<file path="src/hdl/mp2_pkg.sv">
// mp2_pkg: shared constants for the 2x2 max pooling block with argmax
// no dependencies; imported by every module of the block
package mp2_pkg;

  // default sizes handed down from the top level
  localparam int MAX_WIDTH_DEF   = 64;
  localparam int SAMPLE_BITS_DEF = 16;

  // plane height limits and row index width
  localparam int MAX_HEIGHT = 1024;
  localparam int ROW_W      = 10;

  // configuration register widths, reset values and indexes
  localparam int CFG_WIDTH_BITS  = 7;
  localparam int CFG_HEIGHT_BITS = 11;
  localparam logic [CFG_WIDTH_BITS-1:0]  WIDTH_RST  = CFG_WIDTH_BITS'(28);
  localparam logic [CFG_HEIGHT_BITS-1:0] HEIGHT_RST = CFG_HEIGHT_BITS'(28);
  localparam logic REG_IMAGE_WIDTH  = 1'b0;
  localparam logic REG_IMAGE_HEIGHT = 1'b1;

  // apb address and data widths
  localparam int PADDR_W = 3;
  localparam int PDATA_W = 32;

  // entries of the queue between front and back
  localparam int QUEUE_DEPTH = 2;

endpackage

</file>
<file path="src/hdl/mp2_in_if.sv">
// mp2_in_if: valid/ready channel carrying one input sample
// no dependencies
interface mp2_in_if #(
  parameter int SAMPLE_BITS = 16
);
  logic                          valid;
  logic                          ready;
  logic signed [SAMPLE_BITS-1:0] sample;

  modport source (output valid, output sample, input ready);
  modport sink   (input valid, input sample, output ready);
endinterface

</file>
<file path="src/hdl/mp2_out_if.sv">
// mp2_out_if: valid/ready channel carrying one pooled result
// no dependencies; column width follows the largest plane width
interface mp2_out_if #(
  parameter int SAMPLE_BITS = 16,
  parameter int MAX_WIDTH   = 64
);
  localparam int CLOG_W = $clog2(MAX_WIDTH);
  localparam int COL_W  = (CLOG_W < 2) ? 2 : CLOG_W;

  logic                          valid;
  logic                          ready;
  logic signed [SAMPLE_BITS-1:0] pooled_value;
  logic [9:0]                    source_row;
  logic [COL_W-1:0]              source_col;
  logic                          plane_end;

  modport source (output valid, output pooled_value, output source_row,
                  output source_col, output plane_end, input ready);
  modport sink   (input valid, input pooled_value, input source_row,
                  input source_col, input plane_end, output ready);
endinterface

</file>
<file path="src/hdl/mp2_queue.sv">
// mp2_queue: small register queue between the front and back parts
// depends on mp2_pkg
module mp2_queue
  import mp2_pkg::*;
#(
  parameter int  DEPTH = QUEUE_DEPTH,
  parameter type T     = logic
) (
  input  logic clk_i,
  input  logic rst_ni,
  input  logic push_i,
  input  T     data_i,
  output logic full_o,
  output logic valid_o,
  input  logic pop_i,
  output T     data_o
);
  localparam int PTR_W = (DEPTH < 2) ? 1 : $clog2(DEPTH);
  localparam int CNT_W = $clog2(DEPTH + 1);

  T                 slots_q [DEPTH];
  logic [PTR_W-1:0] wr_ptr_q, wr_ptr_d, rd_ptr_q, rd_ptr_d;
  logic [CNT_W-1:0] count_q, count_d;

  assign full_o  = (count_q == CNT_W'(DEPTH));
  assign valid_o = (count_q != '0);
  assign data_o  = slots_q[rd_ptr_q];

  always_comb begin
    wr_ptr_d = wr_ptr_q;
    rd_ptr_d = rd_ptr_q;
    count_d  = count_q;
    if (push_i) begin
      wr_ptr_d = (wr_ptr_q == PTR_W'(DEPTH - 1)) ? '0 : wr_ptr_q + 1'b1;
    end
    if (pop_i) begin
      rd_ptr_d = (rd_ptr_q == PTR_W'(DEPTH - 1)) ? '0 : rd_ptr_q + 1'b1;
    end
    if (push_i && !pop_i) begin
      count_d = count_q + 1'b1;
    end else if (!push_i && pop_i) begin
      count_d = count_q - 1'b1;
    end
  end

  always_ff @(posedge clk_i or negedge rst_ni) begin
    if (!rst_ni) begin
      wr_ptr_q <= '0;
      rd_ptr_q <= '0;
      count_q  <= '0;
    end else begin
      wr_ptr_q <= wr_ptr_d;
      rd_ptr_q <= rd_ptr_d;
      count_q  <= count_d;
    end
  end

  always_ff @(posedge clk_i) begin
    if (push_i) begin
      slots_q[wr_ptr_q] <= data_i;
    end
  end

  // fill level tracks push and pop
  a_fill_up : assert property (@(posedge clk_i) disable iff (!rst_ni)
    push_i && !pop_i |=> count_q == $past(count_q) + 1'b1)
    else $error("queue count did not rise on push");
  a_fill_down : assert property (@(posedge clk_i) disable iff (!rst_ni)
    !push_i && pop_i |=> count_q == $past(count_q) - 1'b1)
    else $error("queue count did not fall on pop");

endmodule

</file>
<file path="src/hdl/mp2_front.sv">
// mp2_front: takes samples, tracks plane position, classifies each sample
// depends on mp2_pkg and mp2_in_if
module mp2_front
  import mp2_pkg::*;
#(
  parameter int  MAX_WIDTH   = MAX_WIDTH_DEF,
  parameter int  SAMPLE_BITS = SAMPLE_BITS_DEF,
  parameter type cmd_t       = logic
) (
  input  logic                       clk_i,
  input  logic                       rst_ni,
  mp2_in_if.sink                     in_if,
  input  logic [CFG_WIDTH_BITS-1:0]  image_width_i,
  input  logic [CFG_HEIGHT_BITS-1:0] image_height_i,
  input  logic                       q_full_i,
  output logic                       push_o,
  output cmd_t                       cmd_o
);
  localparam int CLOG_W = $clog2(MAX_WIDTH);
  localparam int COL_W  = (CLOG_W < 2) ? 2 : CLOG_W;
  localparam int CW_W   = (CFG_WIDTH_BITS > COL_W + 1) ? CFG_WIDTH_BITS : COL_W + 1;
  localparam int HW     = CFG_HEIGHT_BITS;

  logic [COL_W-1:0] col_q, col_d;
  logic [ROW_W-1:0] row_q, row_d;
  logic [CW_W-1:0]  w_cfg, w_eff, w_even, col_x, col_nx;
  logic [HW-1:0]    h_eff, h_even, row_x, row_nx;
  logic             col_end, row_end, in_pairs, fire;

  // clamp sizes into the supported range
  always_comb begin
    w_cfg = CW_W'(image_width_i);
    if (w_cfg < CW_W'(2)) begin
      w_eff = CW_W'(2);
    end else if (w_cfg > CW_W'(MAX_WIDTH)) begin
      w_eff = CW_W'(MAX_WIDTH);
    end else begin
      w_eff = w_cfg;
    end
    if (image_height_i < HW'(2)) begin
      h_eff = HW'(2);
    end else if (image_height_i > HW'(MAX_HEIGHT)) begin
      h_eff = HW'(MAX_HEIGHT);
    end else begin
      h_eff = image_height_i;
    end
  end

  assign w_even   = {w_eff[CW_W-1:1], 1'b0};
  assign h_even   = {h_eff[HW-1:1], 1'b0};
  assign col_x    = CW_W'(col_q);
  assign col_nx   = col_x + 1'b1;
  assign row_x    = HW'(row_q);
  assign row_nx   = row_x + 1'b1;
  assign col_end  = (col_nx >= w_eff);
  assign row_end  = (row_nx >= h_eff);
  assign in_pairs = (col_x < w_even);

  assign in_if.ready = !q_full_i;
  assign fire        = in_if.valid && in_if.ready;
  assign push_o      = fire;

  always_comb begin
    cmd_o.sample  = in_if.sample;
    cmd_o.odd_col = col_q[0];
    cmd_o.odd_row = row_q[0];
    cmd_o.slot    = col_q[COL_W-1:1];
    cmd_o.row_hi  = row_q[ROW_W-1:1];
    cmd_o.col_hi  = col_q[COL_W-1:1];
    cmd_o.store   = col_q[0] && in_pairs && !row_q[0];
    cmd_o.emit    = col_q[0] && in_pairs && row_q[0] && (row_x < h_even);
    cmd_o.last    = (row_nx >= h_even) && (col_nx >= w_even);
  end

  always_comb begin
    col_d = col_q;
    row_d = row_q;
    if (fire) begin
      if (col_end) begin
        col_d = '0;
        row_d = row_end ? '0 : row_nx[ROW_W-1:0];
      end else begin
        col_d = col_nx[COL_W-1:0];
      end
    end
  end

  always_ff @(posedge clk_i or negedge rst_ni) begin
    if (!rst_ni) begin
      col_q <= '0;
      row_q <= '0;
    end else begin
      col_q <= col_d;
      row_q <= row_d;
    end
  end

endmodule

</file>
<file path="src/hdl/mp2_back.sv">
// mp2_back: line store read stage, window compare and result register
// depends on mp2_pkg and mp2_out_if
module mp2_back
  import mp2_pkg::*;
#(
  parameter int  MAX_WIDTH   = MAX_WIDTH_DEF,
  parameter int  SAMPLE_BITS = SAMPLE_BITS_DEF,
  parameter type cmd_t       = logic
) (
  input  logic       clk_i,
  input  logic       rst_ni,
  input  logic       q_valid_i,
  input  cmd_t       q_cmd_i,
  output logic       q_pop_o,
  mp2_out_if.source  out_if
);
  localparam int LINE_DEPTH = (MAX_WIDTH / 2 < 1) ? 1 : MAX_WIDTH / 2;

  typedef struct packed {
    logic signed [SAMPLE_BITS-1:0] value;
    logic                          row_off;
    logic                          col_off;
  } best_t;

  best_t line_mem [LINE_DEPTH];
  best_t rd_q, pb_q, best_d;
  cmd_t  s1_q;
  logic  s1_v_q, s1_v_d, s1_load, exec_fire, wr_en, fwd, out_v_q, out_v_d;

  assign exec_fire = s1_v_q && (!s1_q.emit || !out_v_q || out_if.ready);
  assign s1_load   = q_valid_i && (!s1_v_q || exec_fire);
  assign s1_v_d    = s1_load || (s1_v_q && !exec_fire);
  assign q_pop_o   = s1_load;
  assign wr_en     = exec_fire && s1_q.store;
  // a top-pair write and a read of the same slot meet when rows are short
  assign fwd       = wr_en && (s1_q.slot == q_cmd_i.slot);

  // strict greater-than keeps the first maximum in scan order
  always_comb begin
    best_d = pb_q;
    if (!s1_q.odd_col) begin
      if (!s1_q.odd_row) begin
        best_d.value   = s1_q.sample;
        best_d.row_off = 1'b0;
        best_d.col_off = 1'b0;
      end else if ($signed(s1_q.sample) > $signed(rd_q.value)) begin
        best_d.value   = s1_q.sample;
        best_d.row_off = 1'b1;
        best_d.col_off = 1'b0;
      end else begin
        best_d = rd_q;
      end
    end else if ($signed(s1_q.sample) > $signed(pb_q.value)) begin
      best_d.value   = s1_q.sample;
      best_d.row_off = s1_q.odd_row;
      best_d.col_off = 1'b1;
    end
  end

  always_comb begin
    out_v_d = out_v_q;
    if (exec_fire && s1_q.emit) begin
      out_v_d = 1'b1;
    end else if (out_if.ready) begin
      out_v_d = 1'b0;
    end
  end

  always_ff @(posedge clk_i or negedge rst_ni) begin
    if (!rst_ni) begin
      s1_v_q  <= 1'b0;
      out_v_q <= 1'b0;
      pb_q    <= '0;
    end else begin
      s1_v_q  <= s1_v_d;
      out_v_q <= out_v_d;
      if (exec_fire) begin
        pb_q <= best_d;
      end
    end
  end

  always_ff @(posedge clk_i) begin
    if (s1_load) begin
      s1_q <= q_cmd_i;
    end
    if (exec_fire && s1_q.emit) begin
      out_if.pooled_value <= best_d.value;
      out_if.source_row   <= {s1_q.row_hi, best_d.row_off};
      out_if.source_col   <= {s1_q.col_hi, best_d.col_off};
      out_if.plane_end    <= s1_q.last;
    end
  end

  // line store: one write port, one registered read port
  always_ff @(posedge clk_i) begin
    if (wr_en) begin
      line_mem[s1_q.slot] <= best_d;
    end
    if (s1_load) begin
      rd_q <= fwd ? best_d : line_mem[q_cmd_i.slot];
    end
  end

  assign out_if.valid = out_v_q;

  a_fwd : assert property (@(posedge clk_i) disable iff (!rst_ni)
    wr_en && s1_load && (s1_q.slot == q_cmd_i.slot) |=> rd_q == $past(best_d))
    else $error("line store bypass lost the pair just written");
  a_left_col : assert property (@(posedge clk_i) disable iff (!rst_ni)
    exec_fire && !s1_q.odd_col && !s1_q.odd_row |=> !pb_q.col_off && !pb_q.row_off)
    else $error("top-left sample of a window carries a nonzero offset");

endmodule

</file>
<file path="src/hdl/max_pool_2x2_argmax.sv">
// max_pool_2x2_argmax: top level of streaming 2x2 stride-2 max pooling
// depends on mp2_pkg, mp2_in_if, mp2_out_if, mp2_front, mp2_queue, mp2_back
//
//  channel   dir  handshake            payload
//  in_if     in   valid/ready          sample
//  out_if    out  valid/ready          pooled_value, source_row, source_col, plane_end
//  apb       in   psel/penable/pready  paddr, pwdata, prdata
//
// one sample per cycle sustained while results are taken; after its bottom-right
//   sample is taken, a result passes the queue, line store read and result register
// the line store read stage sets the rate: one registered read per sample
// reset clears counters, pair best, queue and valid flags; no clearing pass
// a stalled result stalls the back part only; the two-entry queue keeps
//   input requests flowing until it fills
module max_pool_2x2_argmax
  import mp2_pkg::*;
#(
  parameter int MAX_WIDTH   = MAX_WIDTH_DEF,
  parameter int SAMPLE_BITS = SAMPLE_BITS_DEF
) (
  input  logic               clk_i,
  input  logic               rst_ni,
  mp2_in_if.sink             in_if,
  mp2_out_if.source          out_if,
  input  logic               psel,
  input  logic               penable,
  input  logic               pwrite,
  input  logic [PADDR_W-1:0] paddr,
  input  logic [PDATA_W-1:0] pwdata,
  output logic [PDATA_W-1:0] prdata,
  output logic               pready
);
  localparam int CLOG_W = $clog2(MAX_WIDTH);
  localparam int COL_W  = (CLOG_W < 2) ? 2 : CLOG_W;
  localparam int SLOT_W = COL_W - 1;

  // one classified request between front and back
  typedef struct packed {
    logic signed [SAMPLE_BITS-1:0] sample;
    logic                          odd_col;
    logic                          odd_row;
    logic [SLOT_W-1:0]             slot;
    logic [ROW_W-2:0]              row_hi;
    logic [COL_W-2:0]              col_hi;
    logic                          store;   // top pair done, write line store
    logic                          emit;    // window done, give a result
    logic                          last;    // last window of the plane
  } cmd_t;

  logic [CFG_WIDTH_BITS-1:0]  width_q;
  logic [CFG_HEIGHT_BITS-1:0] height_q;
  logic                       apb_wr;
  logic                       q_full, q_push, q_valid, q_pop;
  cmd_t                       front_cmd, q_cmd;

  // configuration registers, 4-byte stride, written in the access phase
  assign pready = 1'b1;
  assign apb_wr = psel && penable && pwrite;

  always_ff @(posedge clk_i or negedge rst_ni) begin
    if (!rst_ni) begin
      width_q  <= WIDTH_RST;
      height_q <= HEIGHT_RST;
    end else if (apb_wr) begin
      unique case (paddr[2])
        REG_IMAGE_WIDTH:  width_q  <= pwdata[CFG_WIDTH_BITS-1:0];
        REG_IMAGE_HEIGHT: height_q <= pwdata[CFG_HEIGHT_BITS-1:0];
        default: ;
      endcase
    end
  end

  always_comb begin
    unique case (paddr[2])
      REG_IMAGE_WIDTH:  prdata = PDATA_W'(width_q);
      REG_IMAGE_HEIGHT: prdata = PDATA_W'(height_q);
      default:          prdata = '0;
    endcase
  end

  // front: plane position and sample classification
  mp2_front #(
    .MAX_WIDTH   (MAX_WIDTH),
    .SAMPLE_BITS (SAMPLE_BITS),
    .cmd_t       (cmd_t)
  ) u_front (
    .clk_i          (clk_i),
    .rst_ni         (rst_ni),
    .in_if          (in_if),
    .image_width_i  (width_q),
    .image_height_i (height_q),
    .q_full_i       (q_full),
    .push_o         (q_push),
    .cmd_o          (front_cmd)
  );

  // decouples input requests from result stalls
  mp2_queue #(
    .DEPTH (QUEUE_DEPTH),
    .T     (cmd_t)
  ) u_queue (
    .clk_i   (clk_i),
    .rst_ni  (rst_ni),
    .push_i  (q_push),
    .data_i  (front_cmd),
    .full_o  (q_full),
    .valid_o (q_valid),
    .pop_i   (q_pop),
    .data_o  (q_cmd)
  );

  // back: line store, running window best and result register
  mp2_back #(
    .MAX_WIDTH   (MAX_WIDTH),
    .SAMPLE_BITS (SAMPLE_BITS),
    .cmd_t       (cmd_t)
  ) u_back (
    .clk_i     (clk_i),
    .rst_ni    (rst_ni),
    .q_valid_i (q_valid),
    .q_cmd_i   (q_cmd),
    .q_pop_o   (q_pop),
    .out_if    (out_if)
  );

endmodule

</file>
<file path="src/flat_wrapper.sv">
// flat-port wrapper written by rule: the top's interface ports become plain ports
module max_pool_2x2_argmax_flat import mp2_pkg::*;
#(
  parameter int MAX_WIDTH   = MAX_WIDTH_DEF,
  parameter int SAMPLE_BITS = SAMPLE_BITS_DEF
)
  (clk_i, rst_ni, psel, penable, pwrite, paddr, pwdata, prdata, pready, in_if_valid, in_if_sample, in_if_ready, out_if_valid, out_if_pooled_value, out_if_source_row, out_if_source_col, out_if_plane_end, out_if_ready);
  mp2_in_if #(.SAMPLE_BITS(SAMPLE_BITS)) in_if_i ();
  mp2_out_if #(.SAMPLE_BITS(SAMPLE_BITS), .MAX_WIDTH(MAX_WIDTH)) out_if_i ();
  input  logic clk_i;
  input  logic rst_ni;
  input  logic psel;
  input  logic penable;
  input  logic pwrite;
  input  logic [PADDR_W-1:0] paddr;
  input  logic [PDATA_W-1:0] pwdata;
  output logic [PDATA_W-1:0] prdata;
  output logic pready;
  input wire logic [$bits(in_if_i.valid)-1:0] in_if_valid;
  input wire logic [$bits(in_if_i.sample)-1:0] in_if_sample;
  output wire logic [$bits(in_if_i.ready)-1:0] in_if_ready;
  output wire logic [$bits(out_if_i.valid)-1:0] out_if_valid;
  output wire logic [$bits(out_if_i.pooled_value)-1:0] out_if_pooled_value;
  output wire logic [$bits(out_if_i.source_row)-1:0] out_if_source_row;
  output wire logic [$bits(out_if_i.source_col)-1:0] out_if_source_col;
  output wire logic [$bits(out_if_i.plane_end)-1:0] out_if_plane_end;
  input wire logic [$bits(out_if_i.ready)-1:0] out_if_ready;
  assign in_if_i.valid = in_if_valid;
  assign in_if_i.sample = in_if_sample;
  assign in_if_ready = in_if_i.ready;
  assign out_if_valid = out_if_i.valid;
  assign out_if_pooled_value = out_if_i.pooled_value;
  assign out_if_source_row = out_if_i.source_row;
  assign out_if_source_col = out_if_i.source_col;
  assign out_if_plane_end = out_if_i.plane_end;
  assign out_if_i.ready = out_if_ready;
  max_pool_2x2_argmax #(.MAX_WIDTH(MAX_WIDTH), .SAMPLE_BITS(SAMPLE_BITS)) u_core (.clk_i(clk_i), .rst_ni(rst_ni), .in_if(in_if_i), .out_if(out_if_i), .psel(psel), .penable(penable), .pwrite(pwrite), .paddr(paddr), .pwdata(pwdata), .prdata(prdata), .pready(pready));
endmodule
</file>
<file path="config.mk">
export PLATFORM = sky130hd
export DESIGN_NAME = max_pool_2x2_argmax_flat
export DESIGN_NICKNAME = d
export VERILOG_FILES = /design/src/hdl/mp2_pkg.sv /design/src/hdl/mp2_in_if.sv /design/src/hdl/mp2_out_if.sv /design/src/hdl/mp2_queue.sv /design/src/hdl/mp2_front.sv /design/src/hdl/mp2_back.sv /design/src/hdl/max_pool_2x2_argmax.sv /design/src/flat_wrapper.sv
export SDC_FILE = /design/constraint.sdc
export NUM_CORES = 1
export LEC_CHECK = 0
export BUFFER_PORTS_ARGS = -buffer_cell sky130_fd_sc_hd__buf_4
export CORE_ASPECT_RATIO = 0.9
export CORE_MARGIN = 1
export CORE_UTILIZATION = 45
export CTS_CLUSTER_DIAMETER = 150
export DETAILED_ROUTE_END_ITERATION = 7
export GPL_TIMING_DRIVEN = 0
export SYNTH_ARGS = -nofsm -noshare
export SYNTH_HDL_FRONTEND = slang
export SYNTH_HIERARCHICAL = 1
export SYNTH_SLANG_ARGS = --single-unit
</file>
<file path="constraint.sdc">
create_clock -name clk_i -period 6.75 [get_ports clk_i]
set_clock_uncertainty 0.2 [all_clocks]
set_input_delay 0.3375 -clock clk_i [delete_from_list [all_inputs] [get_ports clk_i]]
set_output_delay 0.3375 -clock clk_i [all_outputs]
set_load 0.02 [all_outputs]
</file>
==> results of run 1 <==
## cells in the mapped netlist (all sizes together), types with 6 or more instances
cell	instances
edfxtp	747
mux4	180
mux2	86
buf	81
nand2	70
ha	67
nor2	54
dfrtp	52
clkbuf	42
inv	40
o21ai	40
nand3	36
a21oi	25
o31ai	21
o21a	20
nand4	16
a41oi	15
mux2i	15
a32oi	14
xor2	10
xnor2	9
a21o	8
and2	7
o211ai	7
dfstp	6
nor2b	6
nor3	6
## area by class of cell
cell class / count / area share, %
inverters: 42 / 0.396
plain buffers: 123 / 1.88
well taps: 960 / 3.02
repair buffers: 151 / 4.84
clock inverters: 35 / 0.949
flip-flops and latches: 805 / 60.0
multi-input cells: 799 / 23.0
clock buffers: 121 / 5.89
## worst max-delay path, cell delays in order, from the launching register on
cell and delay [ps]:
sky130_fd_sc_hd__dfrtp_1 370, sky130_fd_sc_hd__buf_6 150, sky130_fd_sc_hd__buf_12 150, sky130_fd_sc_hd__mux2_4 220
sky130_fd_sc_hd__clkbuf_1 460, sky130_fd_sc_hd__buf_1 630, sky130_fd_sc_hd__clkbuf_1 700, sky130_fd_sc_hd__mux4_2 460
sky130_fd_sc_hd__mux4_2 520, sky130_fd_sc_hd__mux2i_1 290, sky130_fd_sc_hd__nand2_1 90, sky130_fd_sc_hd__o21a_1 110
## sequential cells by signal (all words and copies together), names as in the netlist, 2 cells and up
| name | count |
|---|---|
| u_core/height_q | 11 |
| u_core/u_back/line_mem | 576 |
| u_core/u_back/out_if.pooled_value | 16 |
| u_core/u_back/out_if.source_col | 6 |
| u_core/u_back/out_if.source_row | 10 |
| u_core/u_back/pb_q | 18 |
| u_core/u_back/rd_q | 18 |
| u_core/u_back/s1_q | 40 |
| u_core/u_front/col_q | 6 |
| u_core/u_front/row_q | 10 |
| u_core/u_queue/count_q | 2 |
| u_core/u_queue/slots_q | 80 |
| u_core/width_q | 7 |
## power breakdown
| part | internal, mW | switching (mW) | total [mW] | leakage [nW] |
|---|---|---|---|---|
| Clock | 2.69 | 1.87 | 4.56 | 1.33 |
| Sequential | 8.01 | 0.440 | 8.45 | 7.47 |
| Combinational | 3.55 | 5.71 | 9.26 | 4.82 |
## cell families after synthesis
kind of cell,count (synthesis)
multiplexers,281
other,2
flip-flops,805
AND/OR/NAND/NOR,238
AO/OA/AOI/OAI,172
adder cells (fa/ha/maj),67
buffers and inverters,165
XOR/XNOR,19
## through the flow
stage	total power, mW	setup slack (ps)
after floorplan	13.5	2910
after global placement	16.6	377
after detailed placement	17.7	2110
after CTS	22.4	2100
after global routing	23.2	1990
final	22.3	2130
## per-layer routing
metal	part of all wire, %	up-vias
met1	45	9318
met4	2.0	0
met2	46	658
met3	7.2	98
li1	-	7595
met5	0	-
## worst max-delay path by stage
stage                                        startpoint                                 endpoint
detailed placement  u_core/u_queue/rd_ptr_q$_DFFE_PN0P_         u_core/u_back/rd_q[15]$_DFFE_PP_
global placement       u_core/u_back/s1_q[39]$_DFFE_PP_  u_core/u_back/line_mem[18][9]$_DFFE_PP_
floorplan              u_core/u_back/s1_q[39]$_DFFE_PP_  u_core/u_back/line_mem[0][10]$_DFFE_PP_
global route        u_core/u_queue/rd_ptr_q$_DFFE_PN0P_          u_core/u_back/rd_q[0]$_DFFE_PP_
CTS                 u_core/u_queue/rd_ptr_q$_DFFE_PN0P_         u_core/u_back/rd_q[15]$_DFFE_PP_
finish              u_core/u_queue/rd_ptr_q$_DFFE_PN0P_          u_core/u_back/rd_q[0]$_DFFE_PP_
## what timing repair did
item	in CTS	in global routing
hold buffers	32	0
endpoints found under the hold margin	104	0
gates resized for setup	0	0
setup buffers	0	0
==> results.txt, run 1 <==
The synthesized netlist cell count came out at 1,749. Of all cell types, the one taking the most synthesized area is sky130_fd_sc_hd__edfxtp_1. Clock tree synthesis found a total of about 810 sinks. The min-delay analysis places its worst path in the category in -> reg. Clock latency on the worst-skew pair, taken at its later pin, is approximately 630 ps. The top-level I/O count is ~130. The area taken by flip-flops and latches is approximately 24,000 sq um. The tool flagged a number of max-cap violations equal to 0. The via count of the first global-routing pass is approximately 18,000. The setup total negative slack is 0 ps. The total overflow left after global routing is 0.

After layout, the minimum clock period comes to roughly 4600 ps. The critical path is of the reg -> reg type. The static leakage came out at 13.6 nW. The xor and xnor area share after synthesis is 0.495%.

The first-pass GRT wire length came out at between 100 and 150 mm. The area of the die is ~76,000 sq um. The count of flip-flops with a built-in enable after synthesis came out at about 750. The path with the worst hold slack has its endpoint at u_core/height_q[9]$_DFFE_PN0P_.

The async set-or-reset flop fraction in the synthesized netlist is roughly 7.2%. The global-route usage over all layers came out at a little over a fifth. Routability-driven placement finished with a final weighted congestion of just under 0.9. Leaving out fill and tap cells, the most frequent cell in the layout is sky130_fd_sc_hd__edfxtp_1.

The number of cells in the design after placement came out at about 2,800. By area the synthesized netlist is led by sky130_fd_sc_hd__edfxtp_1 67%, sky130_fd_sc_hd__mux4_2 12%, sky130_fd_sc_hd__dfrtp_1 3.9%. In the final layout, the share of cells above drive strength 1 is between 30% and 40%. The net count reported at finish is ~2,100. The cell depth of the worst hold path is 4.

STA classifies the critical path endpoint as a register. The highest net fanout along the worst path is 10. Setup repair after global routing left no endpoint under its margin.

In this run the clock root is driven by a sky130_fd_sc_hd__clkbuf_16. In the global route stage, met2 resource usage came out at between 30% and 40%. The post-place instance area is about 37,000 sq um. The fraction of post-synthesis cell area in the top cell type by area is 66.8%. The run finished with clean final reports. The largest vdd supply drop came out at 0.384 mV.

The placeable core region came out at 73,500 sq um. After global routing, the most crowded layer is met2. The met1 track utilization from global routing came out at a little under a third. Fill cells in the final layout number 5,603. Sequential cells were found to cover 71.1% of the synthesized design area. TritonCTS built the clock tree.

The detailed router's first-iteration violation count came out at roughly 2,000. The x dimension of the die came out at between 200 and 300 um. The initial antenna violation count is 1.

At the worst endpoint, the required time is roughly 6900 ps. The non-filler instance count after layout came out at around 3,000. The synthesized area divided by synthesized cell count is between 15 and 20 sq um.

The count of unresolved DRC violations after routing came out at 0. The clock tree buffer depth is 3. The total CTS buffers came out at 85. The final HPWL from detailed placement is approximately 55 mm. After synthesis, the netlist uses 67 different library cells.

The remaining antenna violation count came out at 0. The number of synthesis warnings is 6. The start point of the worst min-delay path is paddr[2]. After layout, the worst path uses ~68% of the clock period. The die is 261 um tall.

The number of hold violations in the final report is 0. The power density over the cells is around 560 nW/um^2. The count of antenna diodes in the layout came out at 0.

Summing the areas of all compound-gate instances in the mapped netlist gives around 3.6% of the synthesized area. The synthesized netlist devotes about 3.6% of its cell area to simple gates. From synthesis to final layout, the design area changed by 18.5%. In this run, synthesis produced a sequential element count of 805. The final instance area came out at roughly 40,000 sq um. The number of cell rows came out at 94.

In this run the critical register-to-register path is launched from u_core/u_queue/rd_ptr_q$_DFFE_PN0P_. The number of buffer cells added on primary ports is 64. Dividing the detail-routed via count by the number of cells gives 5.82.

The nature of the critical path startpoint is a register. After synthesis, the largest family of logic cells by area is multiplexers. After synthesis, the share of cell area in mux cells is roughly 16%. The cell area after synthesis came out at roughly 34,000 sq um.

The total area of multi-input combinational cells is just over 9000 sq um. The adder-cell share of the synthesized area came out at ~2.5%. The worst slew margin relative to its limit came out at 17.9%.

The highest clock rate came out at about 220 MHz. The number of max-slew violations in the final report is 0. For the pin with the worst max-slew slack, the measured transition is 1230 ps.

The final-report setup violation count is 0. The average wire per cell in the routed design is about 27 um. The initial standard-cell utilization of the core is 45.7%. The clock-pin slew of the registers on the worst-case setup and hold paths came out at roughly 60 ps.

The top cell types in the final layout, fill and taps aside, are 747 x sky130_fd_sc_hd__edfxtp_1, 180 x sky130_fd_sc_hd__mux4_2, 109 x sky130_fd_sc_hd__buf_4. The worst register-to-register path has a setup slack of about 2100 ps. The fraction of the core area covered by cells at the end of the flow is between 50% and 60%.

Entering global routing, the biggest net connects 61 pins. The first-pass iteration count of the detailed router is 5. The detailed router placed between 15,000 and 20,000 vias in this run. The worst hold slack across all endpoints is between 100 and 150 ps. The total wire length after detailed routing came out at between 80 and 90 mm. The most used flip-flop cell after synthesis is sky130_fd_sc_hd__edfxtp_1. Measured in cells, the most critical reg-to-reg path has a length of 11. The endpoint identified for the worst register-to-register timing path is u_core/u_back/rd_q[0]$_DFFE_PP_.

CTS built an H-tree with a depth of 3. For met3 alone, demand over resource in global routing was 3.82%. The critical path arrival came out at approximately 4800 ps.
Note: power is estimated with default switching activity, not from simulation.
==> run 2, diff against run 1 <==
==> constraint.sdc (replaced) <==
create_clock -name clk_i -period 4 [get_ports clk_i]
set_clock_uncertainty 0.2 [all_clocks]
set_input_delay 0.2 -clock clk_i [delete_from_list [all_inputs] [get_ports clk_i]]
set_output_delay 0.2 -clock clk_i [all_outputs]
set_load 0.02 [all_outputs]
==> results.txt, run 2 (synthesized netlist as in run 1, its figures left out) <==
The total congestion overflow is 0 (unchanged). The ratio of final minimum period to clock period came to 98.6% (+30 points). CTS placed an instance of sky130_fd_sc_hd__clkbuf_16 at the clock tree root.

The global-route usage over all layers is 21.5% (+0.044 points). The final worst slack came out at 55.3 ps (-2070 ps). The first-pass iteration count of the detailed router came out at 5 (unchanged).

The static leakage came to 13.8 nW (+1.5%). The clock-pin slew of the registers on the worst-case setup and hold paths is 60 ps (about the same). The first-pass GRT wire length came out at 118 mm (+0.28%).

The maximum number of pins on one net before global-route repair came to 61 (unchanged). The per-cell via count in the routed design is 5.83 (+0.16%). The number of buffer cells added on primary ports is 64 (unchanged). The y dimension of the die came to 261 um (unchanged). The top-level I/O count is 126 (unchanged). Grouping stages by cell kind, the critical path spends the most delay in compound AO/OA/AOI/OAI gates. The total number of vias is 17,800 (+0.89%).

The critical path data required time was 4140 ps (-2780 ps). The initial standard-cell utilization of the core came out at 45.7% (unchanged). The highest net fanout along the worst path is 28 (+18). The final reports fail on negative hold slack.

met2 is the most crowded layer. The highest clock rate came to 254 MHz (+17%). The count of unresolved DRC violations after routing is 0 (unchanged). The flow ran to the end, but the final reports show violations. The x dimension of the die came out at 290 um (unchanged). The via count of the first global-routing pass was 17,700 (+0.28%). The area of the die is 75,700 sq um (unchanged).

The worst slew margin relative to its limit came out at 25.8% (+7.9 points). The TritonCTS sink count came out at 805 (unchanged). Leaving out fill and tap cells, the most frequent cells in the layout are 747 x sky130_fd_sc_hd__edfxtp_1, 180 x sky130_fd_sc_hd__mux4_2, 121 x sky130_fd_sc_hd__buf_4. The initial antenna violation count came out at 1 (unchanged).

Compared with the post-synthesis result, the final layout area differs by 19.8%. The largest individual stage delay along the critical path comes from the cell sky130_fd_sc_hd__edfxtp_1. The nature of the critical path startpoint is a register. The kind of end point of the critical path is a register. The final HPWL from detailed placement came out at 54.9 mm (unchanged). The path class of the tightest hold or removal check is in -> async. The largest vdd supply drop is 0.729 mV (+90%).

The layout cell share with drive strength beyond 1 was 32.4% (+1.4 points). The net count reported at finish is 2,153 (+0.98%). The buffers plus inverters on the worst setup path was 2 (-3). The deepest level of the CTS H-tree came to 3 (unchanged).

The biggest cell delay along the critical path came to 470 ps (-230 ps). The slew at the pin closest to its max-slew limit was 1110 ps (-119 ps). The number of max-cap violations is 0 (unchanged). The clock tree buffer depth is 3 (unchanged). The remaining antenna violation count was 0 (unchanged). The clock tree from TritonCTS is built. The clock insertion delay at the later pin of the skew report is 630 ps (about the same). The total wire length after detailed routing is 81.0 mm (+0.20%). The final period demand of the worst path came out at 3940 ps (-679 ps).

The met3 capacity usage during global routing was 3.63% (-0.19 points). The number of max-slew violations in the final report came to 0 (unchanged). The placeable core region came out at 73,500 sq um (unchanged).

The worst slack at placement was -638 ps (-2750 ps). The critical path arrival is 4090 ps (-710 ps). The detailed router's first-iteration violation count came out at 1,834 (-6.3%). The number of hold violations in the final report was 9 (+9). The average wire per cell in the routed design came out at 26.5 um (-0.52%). The signal on the critical path passes through ha_1 > nand4_1 > or3_1 > a21oi_2 > o31a_1 > clkbuf_2 > o21ai_0 > a21oi_1 > nor2_2 > buf_8. The worst setup path is of the reg -> reg kind. The power density over the cells is 952 nW/um^2 (+70%).

The global-route track usage on met2 was 33.0% (-0.033 points). Ranked by flip-flop count, first place goes to u_core/u_back/line_mem. The largest registers in the layout are u_core/u_back/line_mem (576), u_core/u_queue/slots_q (80), u_core/u_back/s1_q (40).

The met1 track utilization from global routing came out at 32.0% (+0.27 points). The number of cell rows came out at 94 (unchanged). The total CTS buffers is 85 (unchanged). The final-report setup violation count came to 0 (unchanged). The number of flip-flops in the largest register is 576 (unchanged). Leaving out fill and tap cells, the most frequent cell in the layout is sky130_fd_sc_hd__edfxtp_1.

The worst hold slack across all endpoints is -6.61 ps (-110 ps). The final weighted congestion in routability-driven placement came to 0.882 (unchanged).
run 2: cell count changes in the layout (fill, tap and decap cells not counted), moves of 5 or more:
cell | previous run | this run
sky130_fd_sc_hd__clkbuf_2 | 2 | 14
sky130_fd_sc_hd__buf_12 | 7 | 13
sky130_fd_sc_hd__clkdlybuf4s15_2 | 0 | 5
sky130_fd_sc_hd__buf_4 | 109 | 121
sky130_fd_sc_hd__buf_1 | 12 | 5
sky130_fd_sc_hd__buf_2 | 16 | 10
sky130_fd_sc_hd__dlygate4sd3_1 | 32 | 43
sky130_fd_sc_hd__clkbuf_1 | 71 | 57
run 2: stage by stage:
step                 TNS, ps  power [mW]  utilization (%)  instance area (sq um)  instances
CTS                        0        38.1             54.6                  40100       3053
global route           -2210        39.9             54.7                  40200       3057
global placement    -1065240        26.7             48.1                  35300       2793
floorplan                  0        22.8                -                  33700       1769
detailed placement    -10020        30.0             50.0                  36800       2848
finish                     0        38.3             54.8                  40200       3058
run 2: what timing repair did:
| item | 4_1_cts | 5_1_grt |
|---|---|---|
| endpoints found under the hold margin | 115 | 0 |
| endpoints found under the setup margin | 116 | 244 |
| hold buffers | 43 | 0 |
| pin swaps | 5 | 3 |
| setup buffers | 7 | 5 |
| gates resized for setup | 30 | 18 |
run 2: layout make-up:
class                   instances  area (sq um)
diodes                          1          2.50
inverters                      42           158
repair buffers                174          2200
clock buffers                 121          2350
fillers                      5579         33300
plain buffers                 121           818
multi-input cells             799          9250
well taps                     960          1200
clock inverters                35           378
flip-flops and latches        805         23900
run 2: worst paths after layout:
path	cells after the start	endpoint	slack, ps	startpoint
max in group asynchronous	2	u_core/u_front/col_q[3]$_DFFE_PN0P_	3060	rst_ni
setup / recovery	10	u_core/u_back/line_mem[31][2]$_DFFE_PP_	60	u_core/u_back/s1_q[39]$_DFFE_PP_
setup reg to reg	10	u_core/u_back/line_mem[31][2]$_DFFE_PP_	60	u_core/u_back/s1_q[39]$_DFFE_PP_
hold reg to reg	0	u_core/u_back/out_if.source_row[2]$_DFFE_PP_	220	u_core/u_back/s1_q[9]$_DFFE_PP_
min in group clk_i	2	u_core/u_queue/slots_q[0][31]$_DFFE_PP_	110	in_if_sample[7]
hold / removal	2	u_core/u_back/pb_q[13]$_DFFE_PN0P_	-7	rst_ni
run 2: where the power goes:
part	internal, mW	switching, mW	leakage [nW]
logic	6.54	9.82	5.03
registers	13.5	0.755	7.47
clock network	4.54	3.15	1.33
run 2: layer usage:
metal / vias to the layer above / wire, um / part of all wire, %
met5: - / 0 / 0
li1: 7646 / - / -
met1: 9419 / 36300 / 45
met2: 653 / 37400 / 46
met3: 108 / 5580 / 6.9
met4: 0 / 1670 / 2.1
run 2: worst register-to-register path, cell delays in order, from the launching register on:
cell	delay [ps]
sky130_fd_sc_hd__edfxtp_1	470
sky130_fd_sc_hd__ha_1	450
sky130_fd_sc_hd__nand4_1	220
sky130_fd_sc_hd__or3_1	460
sky130_fd_sc_hd__a21oi_2	310
sky130_fd_sc_hd__o31a_1	300
sky130_fd_sc_hd__clkbuf_2	280
sky130_fd_sc_hd__o21ai_0	170
sky130_fd_sc_hd__a21oi_1	400
sky130_fd_sc_hd__nor2_2	180
sky130_fd_sc_hd__buf_8	210
